File: src/rtl/assert_macros.svh
// ----------------------------------------------------------------------------
// assert_macros.svh
// Shared concurrent assertion shorthands, clocked on clk, disabled in reset.
// ----------------------------------------------------------------------------
`ifndef ASSERT_MACROS_SVH
`define ASSERT_MACROS_SVH

// Same-cycle implication
`define CPD_ASSERT_IMP(lbl, ante, cons) \
    lbl: assert property (@(posedge clk) disable iff (!rst_n) (ante) |-> (cons)) \
        else $error("closest pair check failed");

// Next-cycle implication
`define CPD_ASSERT_NEXT(lbl, ante, cons) \
    lbl: assert property (@(posedge clk) disable iff (!rst_n) (ante) |=> (cons)) \
        else $error("closest pair check failed");

`endif

File: src/rtl/cpd_pkg.sv
// ----------------------------------------------------------------------------
// cpd_pkg
// Types and fixed constants shared by the closest pair distance block.
// ----------------------------------------------------------------------------
package cpd_pkg;

    // Port field widths
    localparam int COORD_IN_W  = 16;
    localparam int OUT_SQ_W    = 33;
    localparam int OUT_FIX_W   = 25;

    // Square root unit: radicand is the clamped distance shifted by 16
    localparam int SQRT_RAD_W  = 64;
    localparam int SQRT_RES_W  = 32;
    localparam int SQRT_CNT_W  = 5;
    localparam int FIX_SHIFT   = 16;
    localparam int CLAMP_BITS  = 47;
    localparam logic [SQRT_RAD_W-1:0] SQ_CLAMP = (64'd1 << CLAMP_BITS) - 64'd1;

    // Status of a multi-cycle unit
    typedef struct packed {
        logic busy;
        logic done;
    } unit_stat_t;

endpackage

File: src/rtl/cpd_sqrt.sv
// ----------------------------------------------------------------------------
// cpd_sqrt
// Integer square root, digit by digit, one result bit per cycle.
// ----------------------------------------------------------------------------
module cpd_sqrt import cpd_pkg::*; (
    input  logic                  clk,
    input  logic                  rst_n,
    input  logic                  start,
    input  logic [SQRT_RAD_W-1:0] radicand,
    output logic [SQRT_RES_W-1:0] root,
    output unit_stat_t            stat
);

    localparam int REM_W = SQRT_RES_W + 2;

    logic                  busy_reg;
    logic                  done_reg;
    logic [SQRT_CNT_W-1:0] cnt_reg;
    logic [SQRT_RAD_W-1:0] rad_reg;
    logic [REM_W-1:0]      rem_reg;
    logic [SQRT_RES_W-1:0] root_reg;

    logic [REM_W+1:0]      rem_shift;
    logic [REM_W+1:0]      trial;
    logic [REM_W+1:0]      rem_sub;
    logic                  fits;

    // Trial subtract of the next bit pair
    assign rem_shift = {rem_reg, rad_reg[SQRT_RAD_W-1 -: 2]};
    assign trial     = {2'b00, root_reg, 2'b01};
    assign fits      = rem_shift >= trial;
    assign rem_sub   = rem_shift - trial;

    // Control
    always_ff @(posedge clk or negedge rst_n)
    begin
        if (!rst_n)
        begin
            busy_reg <= 1'b0;
            done_reg <= 1'b0;
            cnt_reg  <= '0;
        end
        else
        begin
            done_reg <= 1'b0;
            if (start && !busy_reg)
            begin
                busy_reg <= 1'b1;
                cnt_reg  <= '0;
            end
            else if (busy_reg)
            begin
                cnt_reg <= cnt_reg + SQRT_CNT_W'(1);
                if (cnt_reg == SQRT_CNT_W'(SQRT_RES_W - 1))
                begin
                    busy_reg <= 1'b0;
                    done_reg <= 1'b1;
                end
            end
        end
    end

    // Datapath
    always_ff @(posedge clk)
    begin
        if (start && !busy_reg)
        begin
            rad_reg  <= radicand;
            rem_reg  <= '0;
            root_reg <= '0;
        end
        else if (busy_reg)
        begin
            rad_reg  <= {rad_reg[SQRT_RAD_W-3:0], 2'b00};
            rem_reg  <= fits ? rem_sub[REM_W-1:0] : rem_shift[REM_W-1:0];
            root_reg <= {root_reg[SQRT_RES_W-2:0], fits};
        end
    end

    assign root      = root_reg;
    assign stat.busy = busy_reg;
    assign stat.done = done_reg;

endmodule

File: config.mk
export PLATFORM = sky130hd
export DESIGN_NAME = cpd_sqrt
export DESIGN_NICKNAME = d
export VERILOG_FILES = /design/src/rtl/assert_macros.svh /design/src/rtl/cpd_pkg.sv /design/src/rtl/cpd_sqrt.sv
export SDC_FILE = /design/constraint.sdc
export NUM_CORES = 1
export LEC_CHECK = 0
export ABC_AREA = 1
export BUFFER_PORTS_ARGS = -buffer_cell sky130_fd_sc_hd__buf_2
export CAP_MARGIN = 20
export CORE_MARGIN = 5
export CORE_UTILIZATION = 50
export CTS_BUF_LIST = sky130_fd_sc_hd__clkbuf_8
export CTS_CLUSTER_DIAMETER = 50
export DETAILED_ROUTE_END_ITERATION = 16
export PLACE_DENSITY = 0.77
export SYNTH_ARGS = -nofsm -noshare
export SYNTH_HDL_FRONTEND = slang
export SYNTH_SLANG_ARGS = --single-unit
File: constraint.sdc
create_clock -name clk -period 3 [get_ports clk]
set_input_delay 0.15 -clock clk [delete_from_list [all_inputs] [get_ports clk]]
set_output_delay 0.15 -clock clk [all_outputs]
set_load 0.01 [all_outputs]
### Yosys cells after proc, flatten, opt, wreduce, memory -nomap -nowiden

Index checks and enable logic that the tools add are counted.

* flip-flop bits (word level): 137
* bits of input ports: 67

* add/subtract/negate cells: 2
* $lt $le $gt $ge: 1
* eq/ne operators: 1
* mux-type cells: 11
* reductions and logical operators: 3

Operators with widths (count)
* 2-to-1 mux 64 bit: 2
* greater-or-equal comparator 36 x 34 -> 1 bit: 1
* 2-to-1 mux 34 bit: 1
* subtractor 34 bit: 1
* 2-to-1 mux 5 bit: 2
* 2-to-1 mux 1 bit: 6
* adder 5 x 1 -> 5 bit, second input constant: 1
* equality test 5 bit, second input constant: 1
* nonzero test 2 bit: 1
* logical AND 1 bit: 1
* zero test 1 bit: 1

### Longest topological paths before layout

* word-level depth: 4
* gate-level depth with buffers: 17
* depth with buffers taken out: 16

### Worst setup path before layout

OpenSTA, ideal clock, no wires.

* path type: flip-flop to flip-flop
* start: register busy_reg
* end: register rad_reg[0], enable pin
* setup time: 0.453 ns
* data arrival time: 2.733 ns
* data required time: 2.547 ns
* slack: -0.186 ns
* cell stages (with the launch flop): 5
* path buffers: 2
* period minus slack after synthesis: 3.186 ns
* cells stage by stage: dfrtp_1 -> clkbuf_1 -> nor2_1 -> inv_1 -> buf_1

* word-level cells in the longest chain between the ends: 3

RTL lines
* start, declared: line cpd_sqrt.sv:16 `logic busy_reg;`
* start signal, assigned: line cpd_sqrt.sv:39 `busy_reg <= 1'b0;`
* start signal, assigned: line cpd_sqrt.sv:48 `busy_reg <= 1'b1;`
* start signal, assigned: line cpd_sqrt.sv:56 `busy_reg <= 1'b0;`
* zero test 1 bit: line cpd_sqrt.sv:66 `if (start && !busy_reg)`
* logical AND 1 bit: line cpd_sqrt.sv:66
* nonzero test 2 bit (no source line) *
* end signal, assigned: line cpd_sqrt.sv:68 `rad_reg <= radicand;`
* end signal, assigned: line cpd_sqrt.sv:74 `rad_reg <= {rad_reg[SQRT_RAD_W-3:0], 2'b00};`
* end, declared: line cpd_sqrt.sv:19 `logic [SQRT_RAD_W-1:0] rad_reg;`

Every way passes the cells marked *; elsewhere a longest branch is shown, timed or not.
A chain may end at the register's enable or synchronous reset.

### Worst setup path after layout

* start: register root_reg[31], in the netlist root[31]
* end: register rem_reg[26]

* word-level cells in the longest chain between the ends: 2

RTL lines
* start, declared: line cpd_sqrt.sv:21 `logic [SQRT_RES_W-1:0] root_reg;`
* start signal, assigned: line cpd_sqrt.sv:76 `root_reg <= {root_reg[SQRT_RES_W-2:0], fits};`
* greater-or-equal comparator 36 x 34 -> 1 bit: line cpd_sqrt.sv:31 `assign fits = rem_shift >= trial;`
* 2-to-1 mux 34 bit: line cpd_sqrt.sv:75 `rem_reg <= fits ? rem_sub[REM_W-1:0] : rem_shift[REM_W-1:0];`
* end signal, assigned: line cpd_sqrt.sv:75
* end, declared: line cpd_sqrt.sv:20 `logic [REM_W-1:0] rem_reg;`

No other way between the ends.

==> flow_summary_export.csv <==
group,metric,value,unit
run_status,status,"complete, no violations",
setup_path,critical_path_class,"reg2reg",
setup_path,cp_slowest_cell,"nand4_4",
global_route,grt-ovfl-total,0,
setup_path,reg2reg_slack,0.29,ns
placed_design,hpwl,15.2,mm
cts,clock_latency,0.47,ns
global_route,grt_usage,24.2,%
synth,postSynthAreaPerCell,7.77,um2
synth,syn_area,0.00823,mm2
final_layout,layout-drive-gt1-share,18.1,%
final_layout,multi_input_area,0.00399,mm2
power_and_ir_drop,power-per-cell-area,1320,mW/mm2
power_and_ir_drop,clockPowerShare,11.9,%
floorplanning,fp-row-count,47,
synth,async_reset_ff_share,5.11,%
final_layout,ff_latch_area,0.00342,mm2
detailed_routing,routed_wl,22.8,mm
setup_path,cp_num_buf_inv,1,
setup_path,crit_start,"root[31]",
global_route,grt_max_degree,49,
setup_path,path_depth,11,
run,timing.max_cap.violations,0,
synth,synth_seq_cells,137,
final_layout,finalInstanceArea,0.00997,mm2
setup_path,path_cells,"inv_1, ha_1, nand2_1, nor3b_1, nand2_1, a21oi_1, nand4_4, nand2_4, nand2_1, nand2_1, nand2_1",
setup_path,start_kind,"flip-flop",
global_route,top_usage_layer,"met2",
sta,hold_viol,0,
cts,cts_root_buf,"clkbuf_8",
detailed_routing,drt_iter0_markers,521,
setup_path,ff2ff_path_depth,11,
floorplanning,initial_core_util,50.4,%
detailed_routing,drc,0,
power_and_ir_drop,p_switching,6.38,mW
power_and_ir_drop,p_int,6.80,mW
placed_design,gp_congestion,0.957,
global_route,antenna_found_initial,0,
sta,setup_tns,0,ns
floorplanning,core-area,0.0163,mm2
cts,cts_tree,"built",
sta,max_slew.worst_pin.slew,0.684,ns
setup_path,path_common_cell,"nand2_1",
synth,ys_seq_area_share,41.5,%
setup_path,r2r-end,"rem_reg[26]",
min_path,hp-class,"in2async",
setup_path,reg2reg_from,"root[31]",
global_route,use_met3,5.94,%
detailed_routing,dr.pass1.iters,5,
setup_path,end_kind,"flip-flop",
floorplanning,die_w,138,um
sta,setup_viol,0,
setup_path,worstPathArrival,3.07,ns
placed_design,port_buffers,100,
cts,h-tree-depth,4,
global_route,met1_usage,29.3,%
synth,synth-edff-count,64,
cts,path_clk_slew,0.10,ns
global_route,grt_pass1_wl,37.3,mm
detailed_routing,wl_per_cell,15.7,um
synth,yosysUniqueCellTypes,40,
power_and_ir_drop,switching_share,48.4,%
synth,yosysWarnings,0,
setup_path,path_max_fanout,28,
setup_path,crit_family,"simple AND/OR/NAND/NOR gates",
sta,slew_headroom,54.4,%
cts,numCtsBuffers,17,
detailed_routing,via_count,7337,
sta,rsz0062_at_grt,"no",
power_and_ir_drop,leakage,5.14,nW
sta,finalWorstPathRequiredPeriod,2.71,ns
sta,slew_violations,0,
synth,syn_nets,1163,
synth,synthCells,1060,
setup_path,required,3.36,ns
global_route,met2_usage,41.5,%
sta,skew,0.0194,ns
detailed_routing,via_per_inst,5.04,
detailed_routing,final_antenna_net_count,0,
global_route,grt_pass1_vias,7423,
sta,fmax,368,MHz
sta,timing.final.crit_share,90.5,%
final_layout,largest_register_ffs,64,
power_and_ir_drop,ir_drop,0.521,mV
cts,clock-sinks,137,
final_layout,nFillCells,1438,
power_and_ir_drop,power_frac_comb,61.3,%
floorplanning,dieArea,0.0191,mm2
cts,cts_resized,0,
floorplanning,dieHeight,138,um
final_layout,diodes,0,
final_layout,final_nets,1325,
power_and_ir_drop,seqPwrFrac,26.8,%
cts,clk_path_buf_depth,2,
floorplanning,top_level_ports,101,
setup_path,cp_slowest_stage_delay,0.48,ns
synth,ys.flop_type,"dfxtp_1",
final_layout,area_delta_synth_final,21.1,%
placed_design,placed_area,0.00892,mm2
timing repair:
item                                   4_1_cts  5_1_grt
endpoints found under the hold margin       71        0
setup buffers                                0        0
hold buffers                                65        0
area by class of cell:
class	instances	share of cell area, %
Multi-Input combinational cell	720	40.0
Sequential cell	137	34.3
Timing Repair Buffer	175	12.5
Inverter	171	6.45
Tap cell	220	2.76
Clock buffer	17	2.35
Clock inverter	15	1.68
cell usage after synthesis (2+ instances only):
cell type | count | share of area [%]
o21bai_1 | 5 | 0.46
nand2_1 | 348 | 16
inv_1 | 171 | 7.8
buf_6 | 6 | 0.82
buf_1 | 6 | 0.27
o21ai_0 | 12 | 0.73
nor3_1 | 5 | 0.30
nand4_1 | 10 | 0.76
a21oi_2 | 3 | 0.32
edfxtp_1 | 64 | 23
dfxtp_1 | 66 | 16
dfrtp_1 | 7 | 2.1
nor2_2 | 4 | 0.30
nand3b_1 | 3 | 0.27
buf_2 | 10 | 0.61
ha_1 | 36 | 5.5
clkbuf_1 | 8 | 0.36
mux2_2 | 62 | 8.5
buf_4 | 2 | 0.18
a21oi_1 | 24 | 1.5
xnor2_1 | 14 | 1.5
nand3_1 | 85 | 5.2
a22o_1 | 2 | 0.21
a21o_1 | 2 | 0.18
nand2_2 | 2 | 0.15
o22ai_1 | 31 | 2.4
nor2_1 | 57 | 2.6
nand3_2 | 2 | 0.24
nor3_2 | 2 | 0.24
worst max-delay path by stage:
stage | to | slack (ns)
floorplan | rad_reg[0] | 0.02
global placement | rem_reg[23] | 0.31
detailed placement | rem_reg[26] | 0.35
CTS | rem_reg[28] | 0.30
global route | rem_reg[26] | 0.09
finish | rem_reg[26] | 0.29
through the flow:
step | worst slack (ns) | util (%) | cells | hold slack, ns | total power [mW]
after CTS | 0.305 | 61.0 | 1455 | 0.0317 | 13.1
after global placement | 0.314 | 54.5 | 1357 | -0.00618 | 11.2
final | 0.286 | 61.0 | 1455 | 0.0701 | 13.2
after global routing | 0.0869 | 61.0 | 1455 | 0.0516 | 14.5
after floorplan | 0.0198 | - | 1060 | -0.146 | 9.51
after detailed placement | 0.349 | 54.6 | 1358 | -0.00443 | 11.4
metal layers:
layer / wire [um] / part of all wire, %
met5: 0 / 0
met4: 709 / 3.1
met3: 1200 / 5.2
met2: 11300 / 50
met1: 9610 / 42
logic make-up after synthesis:
| group | count (synthesis) | share of synthesized area, % |
|---|---|---|
| compound gates | 81 | 5.90 |
| xor+xnor | 15 | 1.60 |
| fa+ha+maj | 36 | 5.47 |
| buf+inv | 203 | 10.0 |
| flops | 137 | 41.5 |
| mux | 62 | 8.48 |
| simple gates | 526 | 27.0 |
layout by cell type, fill, tap and decap left out, types with 2 or more instances in the layout:
master and instances:
clkbuf_8 17, a22o_1 2, nand3_2 2, nand3_1 85
a21oi_2 3, nor3_2 2, clkinv_8 3, ha_1 36
nand3b_1 3, inv_8 6, dlygate4sd3_1 65, o21bai_1 5
nor2_2 5, buf_4 8, a21oi_1 24, o21ai_0 12
mux2_2 62, nand2_2 3, dfxtp_1 66, buf_2 100
nor2_1 56, nor3_1 5, nand4_1 10, inv_6 4
xnor2_1 14, inv_1 170, a21o_1 2, nand2_1 347
o22ai_1 31, edfxtp_1 64, dfrtp_1 7
power groups by stage:
stage	clock (mW)	combinational (mW)	sequential (mW)
6_report	1.57	8.08	3.53
5_1_grt	1.68	9.21	3.61
4_1_cts	1.58	8.02	3.49
3_5_place_dp	0	7.88	3.51
3_3_place_gp	0	7.71	3.48
2_1_floorplan	0	6.01	3.50
No activity file was read; power rests on OpenSTA's default activity.
