### src/rtl/assert_macros.svh
// ----------------------------------------------------------------------------
// assert_macros.svh
// Shared concurrent assertion shorthands, clocked on clk, disabled in reset.
// ----------------------------------------------------------------------------
`ifndef ASSERT_MACROS_SVH
`define ASSERT_MACROS_SVH

// Same-cycle implication
`define CPD_ASSERT_IMP(lbl, ante, cons) \
    lbl: assert property (@(posedge clk) disable iff (!rst_n) (ante) |-> (cons)) \
        else $error("closest pair check failed");

// Next-cycle implication
`define CPD_ASSERT_NEXT(lbl, ante, cons) \
    lbl: assert property (@(posedge clk) disable iff (!rst_n) (ante) |=> (cons)) \
        else $error("closest pair check failed");

`endif

### src/rtl/cpd_pkg.sv
// ----------------------------------------------------------------------------
// cpd_pkg
// Types and fixed constants shared by the closest pair distance block.
// ----------------------------------------------------------------------------
package cpd_pkg;

    // Port field widths
    localparam int COORD_IN_W  = 16;
    localparam int OUT_SQ_W    = 33;
    localparam int OUT_FIX_W   = 25;

    // Square root unit: radicand is the clamped distance shifted by 16
    localparam int SQRT_RAD_W  = 64;
    localparam int SQRT_RES_W  = 32;
    localparam int SQRT_CNT_W  = 5;
    localparam int FIX_SHIFT   = 16;
    localparam int CLAMP_BITS  = 47;
    localparam logic [SQRT_RAD_W-1:0] SQ_CLAMP = (64'd1 << CLAMP_BITS) - 64'd1;

    // Status of a multi-cycle unit
    typedef struct packed {
        logic busy;
        logic done;
    } unit_stat_t;

endpackage

### src/rtl/cpd_pair_search.sv
// ----------------------------------------------------------------------------
// cpd_pair_search
// Brute-force pair scan over the point store: latch a pivot point, stream
// every later point past it, and keep the smallest squared distance.
// ----------------------------------------------------------------------------
`include "assert_macros.svh"

module cpd_pair_search import cpd_pkg::*; #(
    parameter int COORD_BITS = 16,
    parameter int AW         = 10,
    parameter int CNTW       = 11
) (
    input  logic                    clk,
    input  logic                    rst_n,
    input  logic                    start,
    input  logic [CNTW-1:0]         n_points,
    output logic                    rd_en,
    output logic [AW-1:0]           rd_addr,
    input  logic [2*COORD_BITS-1:0] rd_data,
    output logic [2*COORD_BITS:0]   best,
    output unit_stat_t              stat
);

    localparam int C   = COORD_BITS;
    localparam int SQW = 2 * COORD_BITS + 1;

    typedef enum logic [1:0] {E_IDLE, E_PIVOT, E_SCAN, E_DRAIN} eng_st_t;

    eng_st_t              state_reg;
    logic [AW-1:0]        i_reg;
    logic [AW-1:0]        j_reg;
    logic [CNTW-1:0]      n_reg;
    logic                 pivot_ld_reg;
    logic                 pair_reg;
    logic                 v1_reg;
    logic                 v2_reg;
    logic                 done_reg;
    logic [2*C-1:0]       pivot_reg;
    logic [C-1:0]         dx_reg;
    logic [C-1:0]         dy_reg;
    logic [2*C-1:0]       sqx_reg;
    logic [2*C-1:0]       sqy_reg;
    logic [SQW-1:0]       best_reg;

    logic                 j_last;
    logic                 row_last;
    logic signed [C-1:0]  px;
    logic signed [C-1:0]  py;
    logic signed [C-1:0]  qx;
    logic signed [C-1:0]  qy;
    logic signed [C:0]    diff_x;
    logic signed [C:0]    diff_y;
    logic [C:0]           abs_x;
    logic [C:0]           abs_y;
    logic [SQW-1:0]       sum_sq;

    // Scan bounds
    assign j_last   = (CNTW'(j_reg) + CNTW'(1)) == n_reg;
    assign row_last = (CNTW'(i_reg) + CNTW'(2)) >= n_reg;

    // Read request
    assign rd_en   = (state_reg == E_PIVOT) || (state_reg == E_SCAN);
    assign rd_addr = (state_reg == E_PIVOT) ? i_reg : j_reg;

    // Sequencer
    always_ff @(posedge clk or negedge rst_n)
    begin
        if (!rst_n)
        begin
            state_reg    <= E_IDLE;
            i_reg        <= '0;
            j_reg        <= '0;
            n_reg        <= '0;
            pivot_ld_reg <= 1'b0;
            pair_reg     <= 1'b0;
            done_reg     <= 1'b0;
        end
        else
        begin
            pivot_ld_reg <= (state_reg == E_PIVOT);
            pair_reg     <= (state_reg == E_SCAN);
            done_reg     <= 1'b0;
            case (state_reg)
                E_IDLE:
                begin
                    if (start)
                    begin
                        n_reg <= n_points;
                        i_reg <= '0;
                        state_reg <= (n_points < CNTW'(2)) ? E_DRAIN : E_PIVOT;
                    end
                end
                E_PIVOT:
                begin
                    j_reg     <= i_reg + AW'(1);
                    state_reg <= E_SCAN;
                end
                E_SCAN:
                begin
                    if (j_last)
                    begin
                        if (row_last)
                        begin
                            state_reg <= E_DRAIN;
                        end
                        else
                        begin
                            i_reg     <= i_reg + AW'(1);
                            state_reg <= E_PIVOT;
                        end
                    end
                    else
                    begin
                        j_reg <= j_reg + AW'(1);
                    end
                end
                E_DRAIN:
                begin
                    if (!pair_reg && !v1_reg && !v2_reg)
                    begin
                        done_reg  <= 1'b1;
                        state_reg <= E_IDLE;
                    end
                end
                default:
                begin
                    state_reg <= E_IDLE;
                end
            endcase
        end
    end

    // Absolute coordinate differences against the pivot
    assign px     = pivot_reg[2*C-1:C];
    assign py     = pivot_reg[C-1:0];
    assign qx     = rd_data[2*C-1:C];
    assign qy     = rd_data[C-1:0];
    assign diff_x = (C+1)'(qx) - (C+1)'(px);
    assign diff_y = (C+1)'(qy) - (C+1)'(py);
    assign abs_x  = diff_x[C] ? (C+1)'(-diff_x) : (C+1)'(diff_x);
    assign abs_y  = diff_y[C] ? (C+1)'(-diff_y) : (C+1)'(diff_y);
    assign sum_sq = {1'b0, sqx_reg} + {1'b0, sqy_reg};

    // Pipeline valid flags and best distance
    always_ff @(posedge clk or negedge rst_n)
    begin
        if (!rst_n)
        begin
            v1_reg   <= 1'b0;
            v2_reg   <= 1'b0;
            best_reg <= '1;
        end
        else
        begin
            v1_reg <= pair_reg;
            v2_reg <= v1_reg;
            if (start && (state_reg == E_IDLE))
            begin
                best_reg <= '1;
            end
            else if (v2_reg && (sum_sq < best_reg))
            begin
                best_reg <= sum_sq;
            end
        end
    end

    // Datapath: pivot, differences, squares
    always_ff @(posedge clk)
    begin
        if (pivot_ld_reg)
        begin
            pivot_reg <= rd_data;
        end
        dx_reg  <= abs_x[C-1:0];
        dy_reg  <= abs_y[C-1:0];
        sqx_reg <= dx_reg * dx_reg;
        sqy_reg <= dy_reg * dy_reg;
    end

    assign best      = best_reg;
    assign stat.busy = (state_reg != E_IDLE);
    assign stat.done = done_reg;

    `CPD_ASSERT_IMP(a_scan_order, state_reg == E_SCAN, j_reg > i_reg)
    `CPD_ASSERT_IMP(a_scan_range, state_reg == E_SCAN, CNTW'(j_reg) < n_reg)
    `CPD_ASSERT_NEXT(a_best_mono, !start, best_reg <= $past(best_reg))

endmodule

### config.mk
export PLATFORM = sky130hd
export DESIGN_NAME = cpd_pair_search
export DESIGN_NICKNAME = d
export VERILOG_FILES = /design/src/rtl/cpd_pkg.sv /design/src/rtl/cpd_pair_search.sv
export VERILOG_INCLUDE_DIRS = /design/src /design/src/rtl
export SDC_FILE = /design/constraint.sdc
export NUM_CORES = 1
export LEC_CHECK = 0
export BUFFER_PORTS_ARGS = -buffer_cell sky130_fd_sc_hd__buf_4
export CORE_ASPECT_RATIO = 1.75
export CORE_MARGIN = 1.5
export CORE_UTILIZATION = 23
export DETAILED_ROUTE_END_ITERATION = 8
export PLACE_DENSITY_LB_ADDON = 0.08
export SYNTH_ARGS = -nofsm -noshare
export SYNTH_HDL_FRONTEND = slang
export SYNTH_SLANG_ARGS = --single-unit
### constraint.sdc
create_clock -name clk -period 15.25 [get_ports clk]
set_input_delay 2.2875 -clock clk [delete_from_list [all_inputs] [get_ports clk]]
set_output_delay 2.2875 -clock clk [all_outputs]
set_load 0.05 [all_outputs]
; ---- After elaboration in Yosys (flattened, before gate mapping)
; Index checks and enable logic that the tools add are counted.
[word_totals]
regBits = 199
wordCells = 74
output_inout_bits = 46
input_bits = 46
[op_classes]
add_sub_neg = 9
reduce_logical = 17
mux = 19
n_mul = 2
magnitude_cmp = 3
eq_ne = 9
[ops]
columns = operator, n
row1 = 33-bit two-way mux, 2
row2 = 16-bit by 16-bit multiplier with 32-bit output, 2
row3 = 10-bit two-way mux, 5
row4 = 10-bit one-hot mux with 2 select lines, 2
row5 = 16-bit by 16-bit subtractor with 17-bit output, 2
row6 = 32-bit by 32-bit adder with 33-bit output, 1
row7 = 33-bit less-than comparator, 1
row8 = 16-bit two-way mux, 2
row9 = 16-bit negation, 2
row10 = 10-bit by 1-bit adder with 10-bit output (second input constant), 2
row11 = 10-bit by 1-bit adder with 11-bit output (second input constant), 1
row12 = 10-bit by 2-bit adder with 11-bit output (second input constant), 1
row13 = 11-bit == test, 1
row14 = 11-bit >= comparator, 1
row15 = 11-bit by 2-bit less-than comparator with 1-bit output (second input constant), 1
row16 = 2-bit two-way mux, 5
row17 = 2-bit inequality test (second input constant), 5
row18 = 2-bit one-hot mux with 4 select lines, 1
row19 = 2-bit nonzero test, 4
row20 = 2-bit == test (second input constant), 2
row21 = 1-bit logical AND, 4
row22 = 2-bit AND reduction, 2
row23 = 4-bit AND reduction, 1
row24 = 1-bit logical NOT, 3
row25 = other kinds (5), 6

; ---- Longest topological paths before layout
; Gate-level depths: netlist of run 1.
[depth]
depth_word = 5
ltp_mapped = 26
ltp_nobuf = 24

; ---- Least setup slack after synthesis of run 1
; No wires, ideal clock.
[synth_timing]
path_kind = reg-to-reg
from = register dx_reg[4]
to = register sqx_reg[31]
synth_period_minus_slack_ns = 6.458
path_stages_with_launch = 24
slack_ns = 8.792
t_required_ns = 15.135
n_path_buf = 3
arrival_ns = 6.343
setup_time_ns = 0.115
path_cell_list = dfxtp_1 -> clkbuf_1 -> clkbuf_1 -> nand2_1 -> fa_1 -> fa_1 -> inv_1 -> fa_1 -> fa_1 -> fa_1 -> inv_1 -> fa_1 -> inv_1 -> ha_1 -> buf_6 -> a211o_1 -> a221oi_2 -> o21ai_1 -> o21ba_2 -> a221o_1 -> a21oi_2 -> o21ai_2 -> or4b_1 -> and3_1
[synth_between]
elab_chain_len = 1
[synth_lines]
columns = element, line
row1 = start: declaration, cpd_pair_search.sv:39  ; logic [C-1:0] dx_reg;
row2 = start signal: assignment, cpd_pair_search.sv:175  ; dx_reg <= abs_x[C-1:0];
row3 = 16-bit by 16-bit multiplier with 32-bit output, cpd_pair_search.sv:177  ; sqx_reg <= dx_reg * dx_reg;
row4 = end signal: assignment, cpd_pair_search.sv:177
row5 = end: declaration, cpd_pair_search.sv:41  ; logic [2*C-1:0] sqx_reg;
; No other way between the ends.
; A chain may end at the register's enable or synchronous reset.

; ---- Worst setup path after layout of run 1
[layout_timing]
from = register dx_reg[2]
to = register sqx_reg[30]
; Same word-level chain as after synthesis.

==> results.toml, run 1 <==
[setup_path]
critical_path_required_ns = 15.55
crit_fanout = 17
r2r.worst_path.cells = 20
criticalPathCategory = "reg2reg"
cpPeakStageDelay_ns = 1.02
cpMostUsedCell = "fa_1"
crit_family = "adder cells"
worst_setup_path_end_kind = "flop"
r2r-start = "dx_reg[2]"
timing.critical_path.buf_inv = 3
worst_path_max_delay_cell = "a2111oi_0"
r2r-end = "sqx_reg[30]"
arrival_ns = 7.87
start_kind = "flop"
cp_cell_sequence = "nand2_1 -> fa_1 -> fa_1 -> inv_1 -> fa_1 -> fa_1 -> fa_1 -> inv_1 -> fa_1 -> inv_1 -> ha_1 -> a21o_1 -> a21o_2 -> a21o_1 -> a21o_1 -> a211oi_1 -> o31ai_1 -> a211o_1 -> mux2i_1 -> a2111oi_0"
reg2reg_slack_ns = 7.68

[logic_synthesis]
synthFlopType = "dfxtp_1"
ys_seq_area_share_pct = 18.04
synth_edf_count = 32
synth.distinct_cells = 76
synthArstFlopShare_pct = 36.04
yosysWarnings = 0
syn_area_per_cell_um2 = 9.173
netlist_instances = 2817
syn-num-nets = 3510
synth_area_um2 = 25840
synth-seq-cells = 197

[cts]
cts_tree = "done"
cts_resized = 0
post-cts-setup-buffers = 0
clkSinkCount = 197
htree_levels = 4
cts_buffer_depth = 2
insertion_delay_ns = 0.52
cts_buffers = 17
clk_pin_slew_ns = 0.08
cts_root_buf = "clkbuf_16"
ctsHoldBuffers = 0

[die]
num_rows = 162
dieArea_um2 = 114500
io_pins = 92
initial_utilization_pct = 23.18
die_h_um = 446.4
coreArea_um2 = 111500
fp.dieW_um = 256.4

[min_path]
hold_class = "reg2reg"
holdPathStages = 0
holdPathEnd = "v2_reg"
min_from = "v1_reg"

[sta]
fmax_mhz = 132.1
hold_viol_final = 0
fin_crit_sh_pct = 49.62
tightest_slew_ns = 1.190
min_period_ns = 7.568
slew_violations = 0
finalSetupViolations = 0
grt_setup_unrepaired = "false"
setup_tns_ns = 0
whs_ns = 0.4159
slew_headroom_pct = 18.60
finClkSkew_ns = 0.02015

[drt]
dr.first_iter.drc_count = 509
post_drt_wl_per_cell_um = 18.02
postRouteAntennaNets = 0
wl_um = 78280
via_per_inst = 4.243
drt_first_pass_iters = 5
num_vias = 18440
route.detailed.drc = 0

[grt]
use_met1_pct = 13.00
grt_max_degree = 72
grt_pass1_vias = 20820
global_route.usage.met3_pct = 2.122
busiest_layer = "met2"
grt_usage_pct = 14.24
grt_pass1_wl_um = 121500
antenna_found_initial = 0
grt_overflow_total = 0
use_met2_pct = 30.73

[cells_and_area]
fin_nets = 3549
layout_common_cells = "599 x inv_1, 329 x fa_1, 318 x ha_1"
largest_register_ffs = 33
layout.cells.non_filler = 4345
final_common_cell = "inv_1"
stdcell_area_um2 = 28750
antennaDiodeCount = 0
drive_gt1_share_pct = 7.877
area_growth_pct = 11.26

[outcome]
status = "complete, no violations"

[placed_design]
routabilityCongestion = 0.7983
port_buffers = 91
dpl-instance-area_um2 = 28120
numPlacedInstances = 4313
dp_hpwl_um = 66590

[run]
max_cap_viol_count = 0
[metal layers]
| metal | vias to the layer above | wire (um) |
|---|---|---|
| met5 | - | 0 |
| met1 | 9145 | 26670 |
| met2 | 194 | 47460 |
| met4 | 0 | 2195 |
| li1 | 9037 | - |
| met3 | 62 | 1955 |
[worst max path at each step]
stage               from     endpoint  slack (ns)  cells after the start
2_1_floorplan  dx_reg[4]  sqx_reg[31]        8.79                     23
3_3_place_gp   dx_reg[5]  sqx_reg[30]        7.85                     22
3_5_place_dp   dx_reg[2]  sqx_reg[30]        7.72                     20
4_1_cts        dx_reg[2]  sqx_reg[30]        7.71                     20
5_1_grt        dx_reg[4]  sqx_reg[30]        7.54                     20
6_report       dx_reg[2]  sqx_reg[30]        7.68                     20
[layout make-up]
type / count / area [um^2]
Clock buffer: 22 / 486.7
Multi-Input combinational cell: 1942 / 18620
Inverter: 599 / 2248
Tap cell: 1476 / 1847
Clock inverter: 10 / 140.1
Fill cell: 12100 / 82730
Timing Repair Buffer: 99 / 743.2
Sequential cell: 197 / 4662
[per-stage QoR]
step           utilization (%)  worst slack (ns)
2_1_floorplan                -             8.792
3_3_place_gp             25.23             7.853
3_5_place_dp             25.23             7.722
4_1_cts                  25.79             7.706
5_1_grt                  25.79             7.541
6_report                 25.79             7.682
[worst reg2reg max path: stages (launching register included)]
cell and delay, ns:
dfxtp_1 0.87, nand2_1 0.18, fa_1 0.55, fa_1 0.55, inv_1 0.05, fa_1 0.52, fa_1 0.51, fa_1 0.49
inv_1 0.08, fa_1 0.49, inv_1 0.04, ha_1 0.37, a21o_1 0.19, a21o_2 0.20, a21o_1 0.17, a21o_1 0.17
a211oi_1 0.23, o31ai_1 0.17, a211o_1 0.37, mux2i_1 0.14, a2111oi_0 1.02
[Yosys cell counts, types with 16 or more instances]
| library cell | instances | area [um^2] |
|---|---|---|
| a21o_1 | 59 | 442.9 |
| a21oi_1 | 91 | 455.4 |
| a31oi_1 | 21 | 131.4 |
| and2_1 | 100 | 625.6 |
| and3_1 | 21 | 131.4 |
| clkbuf_1 | 65 | 244.0 |
| dfrtp_1 | 38 | 950.9 |
| dfstp_2 | 33 | 867.1 |
| dfxtp_1 | 94 | 1882 |
| edfxtp_1 | 32 | 960.9 |
| fa_1 | 329 | 6586 |
| ha_1 | 318 | 3979 |
| inv_1 | 599 | 2248 |
| mux2_2 | 25 | 281.5 |
| mux2i_1 | 41 | 410.4 |
| nand2_1 | 249 | 934.7 |
| nand2b_1 | 26 | 162.7 |
| nand3_1 | 29 | 145.1 |
| nand4_1 | 16 | 100.1 |
| nor2_1 | 119 | 446.7 |
| nor2b_1 | 18 | 112.6 |
| nor3_1 | 30 | 150.1 |
| o21ai_0 | 82 | 410.4 |
| xnor2_1 | 127 | 1112 |
| xor2_1 | 53 | 464.2 |
[kinds of logic (layout without fill, tap and decap cells)]
kind of cell               count (synthesis)  in the layout  synth area share, %
AOI/OAI and AO/OA                        395            395                10.24
xor gates and xnor gates                 180            180                6.101
adders and majority gates                647            647                40.89
buffers and inverters                    678            730                9.945
DFF                                      197            197                18.04
muxes                                     66             66                2.678
and+or+nand+nor                          654            654                12.11
Power of run 1 is left out: the tool's default activity adds up to more than one toggle a clock period on the data nets, which glitch-free logic cannot reach.
==> inputs of run 2 (changes only) <==
ABC_AREA = 1   (was default)
clock period = 7.72 ns   (was 15.25 ns; I/O delays follow)
==> results.toml, run 2 <==
[sta]
tightest_slew_ns = 0.9583
slew_headroom_pct = 36.11
fin_crit_sh_pct = 80.45
fmax_mhz = 161.0
finClkSkew_ns = 0.02394
min_period_ns = 6.211
finalSetupViolations = 0
grt_setup_unrepaired = "false"
setup_tns_ns = 0
whs_ns = 0.3753
slew_violations = 0
hold_viol_final = 0

[drt]
wl_um = 89190
post_drt_wl_per_cell_um = 16.99
dr.first_iter.drc_count = 736
via_per_inst = 4.225
num_vias = 22180
route.detailed.drc = 0
drt_first_pass_iters = 8
postRouteAntennaNets = 0

[logic_synthesis]
synthArstFlopShare_pct = 36.04
synth-seq-cells = 197
syn-num-nets = 4365
synth_area_leaders = "fa_1 24%, ha_1 14%, nand2_1 12%"
netlist_instances = 3672
netlist_top_cells_count = "893 x nand2_1, 872 x inv_1, 329 x fa_1"
yosysWarnings = 0
synth_area_um2 = 27670
synthFlopType = "dfxtp_1"
synth_edf_count = 32
yosysMostFrequentCell = "nand2_1"
ys_seq_area_share_pct = 16.85
yosysTopAreaCellShare_pct = 23.81
synth_top_area_cell = "fa_1"
synth.distinct_cells = 49
syn_area_per_cell_um2 = 7.535

[die]
dieArea_um2 = 122500
die_h_um = 461.8
coreArea_um2 = 119600
initial_utilization_pct = 23.13
num_rows = 168
io_pins = 92
fp.dieW_um = 265.2

[cts]
clk_pin_slew_ns = 0.09
ctsHoldBuffers = 0
insertion_delay_ns = 0.54
cts_root_buf = "clkbuf_16"
htree_levels = 4
cts_resized = 0
cts_buffer_depth = 2
post-cts-setup-buffers = 0
cts_tree = "done"
clkSinkCount = 197
cts_buffers = 17

[cells_and_area]
fin_nets = 4398
final_common_cell = "nand2_1"
area_growth_pct = 10.68
layout_common_cells = "892 x nand2_1, 872 x inv_1, 329 x fa_1"
largest_register_ffs = 33
drive_gt1_share_pct = 6.079

[min_path]
hold_class = "reg2reg"
holdPathStages = 0

[grt]
grt_usage_pct = 15.32
grt_pass1_wl_um = 141700
grt_max_degree = 61
antenna_found_initial = 1
grt_pass1_vias = 25460
grt_overflow_total = 0

[placed_design]
port_buffers = 91
routabilityCongestion = 0.8315
dp_hpwl_um = 76890

[setup_path]
worst_setup_path_end_kind = "flop"
critical_path_required_ns = 8.14
arrival_ns = 6.63
start_kind = "flop"
criticalPathCategory = "reg2reg"
crit_fanout = 16
r2r.worst_path.cells = 20

[run]
max_cap_viol_count = 0

[outcome]
status = "complete, no violations"
-- run 2: changes by cell type after synthesis, sizes merged, moves of 41 or more --
cell | previous run | this run
nand2 | 249 | 908
inv | 599 | 877
nand3 | 29 | 179
and2 | 100 | 2
nor2 | 119 | 203
xnor2 | 127 | 45
a21oi | 93 | 173
a21o | 63 | 9
mux2i | 41 | 0
-- run 2: critical path, stage by stage (launching register included) --
cell,delay (ns)
dfxtp_1,0.94
nand2_1,0.18
fa_1,0.58
inv_1,0.05
ha_1,0.18
o21bai_1,0.18
fa_1,0.54
inv_1,0.05
fa_1,0.54
inv_1,0.05
fa_1,0.50
inv_1,0.06
fa_1,0.50
inv_1,0.05
ha_1,0.41
nand2_1,0.13
nor2_1,0.19
inv_1,0.05
o21ai_0,0.41
a31oi_1,0.21
xnor2_1,0.29
-- run 2: cell type report --
type	count	area, um^2
diodes	1	2.502
clock buffers	17	425.4
clock inverters	15	188.9
fillers	13270	88980
inverters	877	3292
multi-input cells	2507	19350
flip-flops and latches	197	4662
well taps	1530	1914
repair buffers	105	788.3
-- run 2: cells by family (layout without fill, tap and decap cells) --
logic type               Yosys count  in the layout  share of synthesized area (%)
AO/OA/AOI/OAI                    334            334                          6.630
other                              0              1                              0
XOR/XNOR                         126            126                          3.989
AND/OR/NAND/NOR                 1397           1397                          20.98
buffers and inverters            968           1014                          13.25
multiplexers                       3              3                         0.1221
adder cells (fa/ha/maj)          647            647                          38.19
flip-flops                       197            197                          16.85
-- run 2: final timing paths --
check	startpoint	to	slack, ns
worst max-delay path	dx_reg[3]	sqx_reg[17]	1.51
min in group asynchronous	rst_n	i_reg[5]	0.50
worst min register to register	pair_reg	v1_reg	0.38
worst max register to register	dx_reg[3]	sqx_reg[17]	1.51
max in group asynchronous	rst_n	i_reg[0]	6.15
worst min-delay path	pair_reg	v1_reg	0.38
-- run 2: per-layer routing --
layer	vias up	track usage (%)	part of all wire, %
met5	-	0	0
met4	0	4.800	2.7
met1	10640	14.13	35
met3	80	1.549	1.5
met2	217	33.61	61
li1	11250	-	-
-- run 2: metrics by stage --
step | utilization [%] | cells | setup WS, ns | area (um^2)
floorplan | - | 3672 | 2.202 | 27670
global placement | 25.09 | 5216 | 1.434 | 30010
detailed placement | 25.09 | 5216 | 1.439 | 30010
CTS | 25.60 | 5248 | 1.419 | 30620
global route | 25.60 | 5249 | 1.027 | 30620
finish | 25.60 | 5249 | 1.509 | 30620
Power of run 2 is left out for the same reason.
==> inputs of run 3 (changes only) <==
clock period = 6.2 ns   (was 7.72 ns; I/O delays follow)
==> results.toml, run 3 (same netlist as run 2, synthesis figures left out) <==
[cells_and_area]
final_common_cell = "nand2_1"
drive_gt1_share_pct = 7.160
fill_cells = 13280
multi_input_area_um2 = 19350
finalCoreUtilization_pct = 25.86
area_growth_pct = 11.77
antennaDiodeCount = 0
stdcell_area_um2 = 30920
fin_nets = 4437
largest_register_ffs = 33
layout.area.seq_um2 = 4667
layout_common_cells = "892 x nand2_1, 872 x inv_1, 329 x fa_1"

[setup_path]
start_kind = "flop"
criticalPathCategory = "reg2reg"
worst_path_max_delay_cell = "fa_1"
critical_path_required_ns = 6.67
cpPeakStageDelay_ns = 0.61
worst_setup_path_end_kind = "flop"
cpMostUsedCell = "fa_1"
timing.critical_path.buf_inv = 5
arrival_ns = 6.24
cp_cell_sequence = "buf_4 -> nand2_1 -> fa_1 -> inv_1 -> fa_1 -> inv_1 -> fa_1 -> fa_1 -> fa_1 -> fa_1 -> inv_1 -> ha_1 -> nand2_1 -> nor2_1 -> inv_1 -> nor3_1 -> nand4_1 -> nand3b_1 -> nand3_1 -> nand2_1 -> xor2_1"
crit_fanout = 9
crit_family = "adder cells"

[grt]
grt_usage_pct = 14.98
grt_overflow_total = 0
grt_pass1_vias = 25280
antenna_found_initial = 0
grt_max_degree = 57
grt_pass1_wl_um = 139200

[sta]
grt_setup_unrepaired = "false"
finalSetupViolations = 0
fin_crit_sh_pct = 93.18
fin_ws_ns = 0.4231
fmax_mhz = 173.1
setup_tns_ns = 0
finClkSkew_ns = 0.01549
slew_headroom_pct = 38.11
slew_violations = 0
min_period_ns = 5.777
hold_viol_final = 0
tightest_slew_ns = 0.9283

[die]
initial_utilization_pct = 23.13
coreArea_um2 = 119600
io_pins = 92
num_rows = 168
fp.dieW_um = 265.2
die_h_um = 461.8
dieArea_um2 = 122500

[cts]
cts_buffers = 17
clkSinkCount = 197
cts_buffer_depth = 2
htree_levels = 4
cts_root_buf = "clkbuf_16"
clk_pin_slew_ns = 0.10
ctsHoldBuffers = 0
insertion_delay_ns = 0.53
cts_tree = "done"

[drt]
num_vias = 22310
wl_um = 87230
route.detailed.drc = 0
drt_first_pass_iters = 5
dr.first_iter.drc_count = 779
postRouteAntennaNets = 0
via_per_inst = 4.219
post_drt_wl_per_cell_um = 16.50

[placed_design]
place_ws_ns = 0.2492
routabilityCongestion = 0.8438
dpl-instance-area_um2 = 30320
dp_hpwl_um = 76500
port_buffers = 91

[min_path]
hold_class = "in2async"

[outcome]
status = "complete, no violations"

[run]
max_cap_viol_count = 0
[run 3: cell count changes in the layout (fill, tap and decap cells not counted), sizes merged]
cell / before / now
inv: 888 / 887
clkinv: 4 / 5
diode: 1 / 0
buf: 105 / 144
[run 3: path summary, 6_finish.rpt]
path,start,to,slack [ns],depth (start not counted)
max,dx_reg[9],sqx_reg[28],0.42,21
min,rst_n,i_reg[5],0.25,1
max reg2reg,dx_reg[9],sqx_reg[28],0.42,21
min reg2reg,v1_reg,v2_reg,0.38,0
max in group asynchronous,rst_n,n_reg[0],4.87,2
min in group clk,v1_reg,v2_reg,0.38,0
[run 3: worst reg2reg max path: stages, from the launching register on]
cell,delay (ns)
dfxtp_1,0.59
buf_4,0.27
nand2_1,0.09
fa_1,0.61
inv_1,0.07
fa_1,0.50
inv_1,0.05
fa_1,0.55
fa_1,0.43
fa_1,0.46
fa_1,0.49
inv_1,0.04
ha_1,0.38
nand2_1,0.13
nor2_1,0.12
inv_1,0.06
nor3_1,0.23
nand4_1,0.14
nand3b_1,0.19
nand3_1,0.10
nand2_1,0.08
xor2_1,0.14
[run 3: final cells by class]
| type | instances | area share [%] |
|---|---|---|
| clock buffers | 17 | 1.376 |
| clock inverters | 15 | 0.5502 |
| inverters | 877 | 10.64 |
| multi-input cells | 2507 | 62.57 |
| flip-flops and latches | 197 | 15.09 |
| well taps | 1530 | 6.190 |
| repair buffers | 144 | 3.577 |
[run 3: per-stage QoR]
step                      instances  hold WS, ns
after floorplan                3672       0.3290
after global placement         5255       0.3566
after detailed placement       5255       0.3569
after CTS                      5287       0.2057
after global routing           5287       0.2307
final                          5287       0.2502
[run 3: metal layers]
metal  track usage (%)  up-vias  part of all wire (%)  wire (um)
met1             14.12    10660                    36      31070
li1                  -    11300                     -          -
met3             1.592       95                   1.6       1392
met2             32.11      254                    60      52010
met5                 0        -                     0          0
met4             5.371        0                   3.2       2759
[run 3: timing repair]
action,in CTS,in global routing
resized for setup,0,4
endpoints found under the setup margin,0,3
buffers inserted,0,0
Power of run 3 is left out for the same reason.
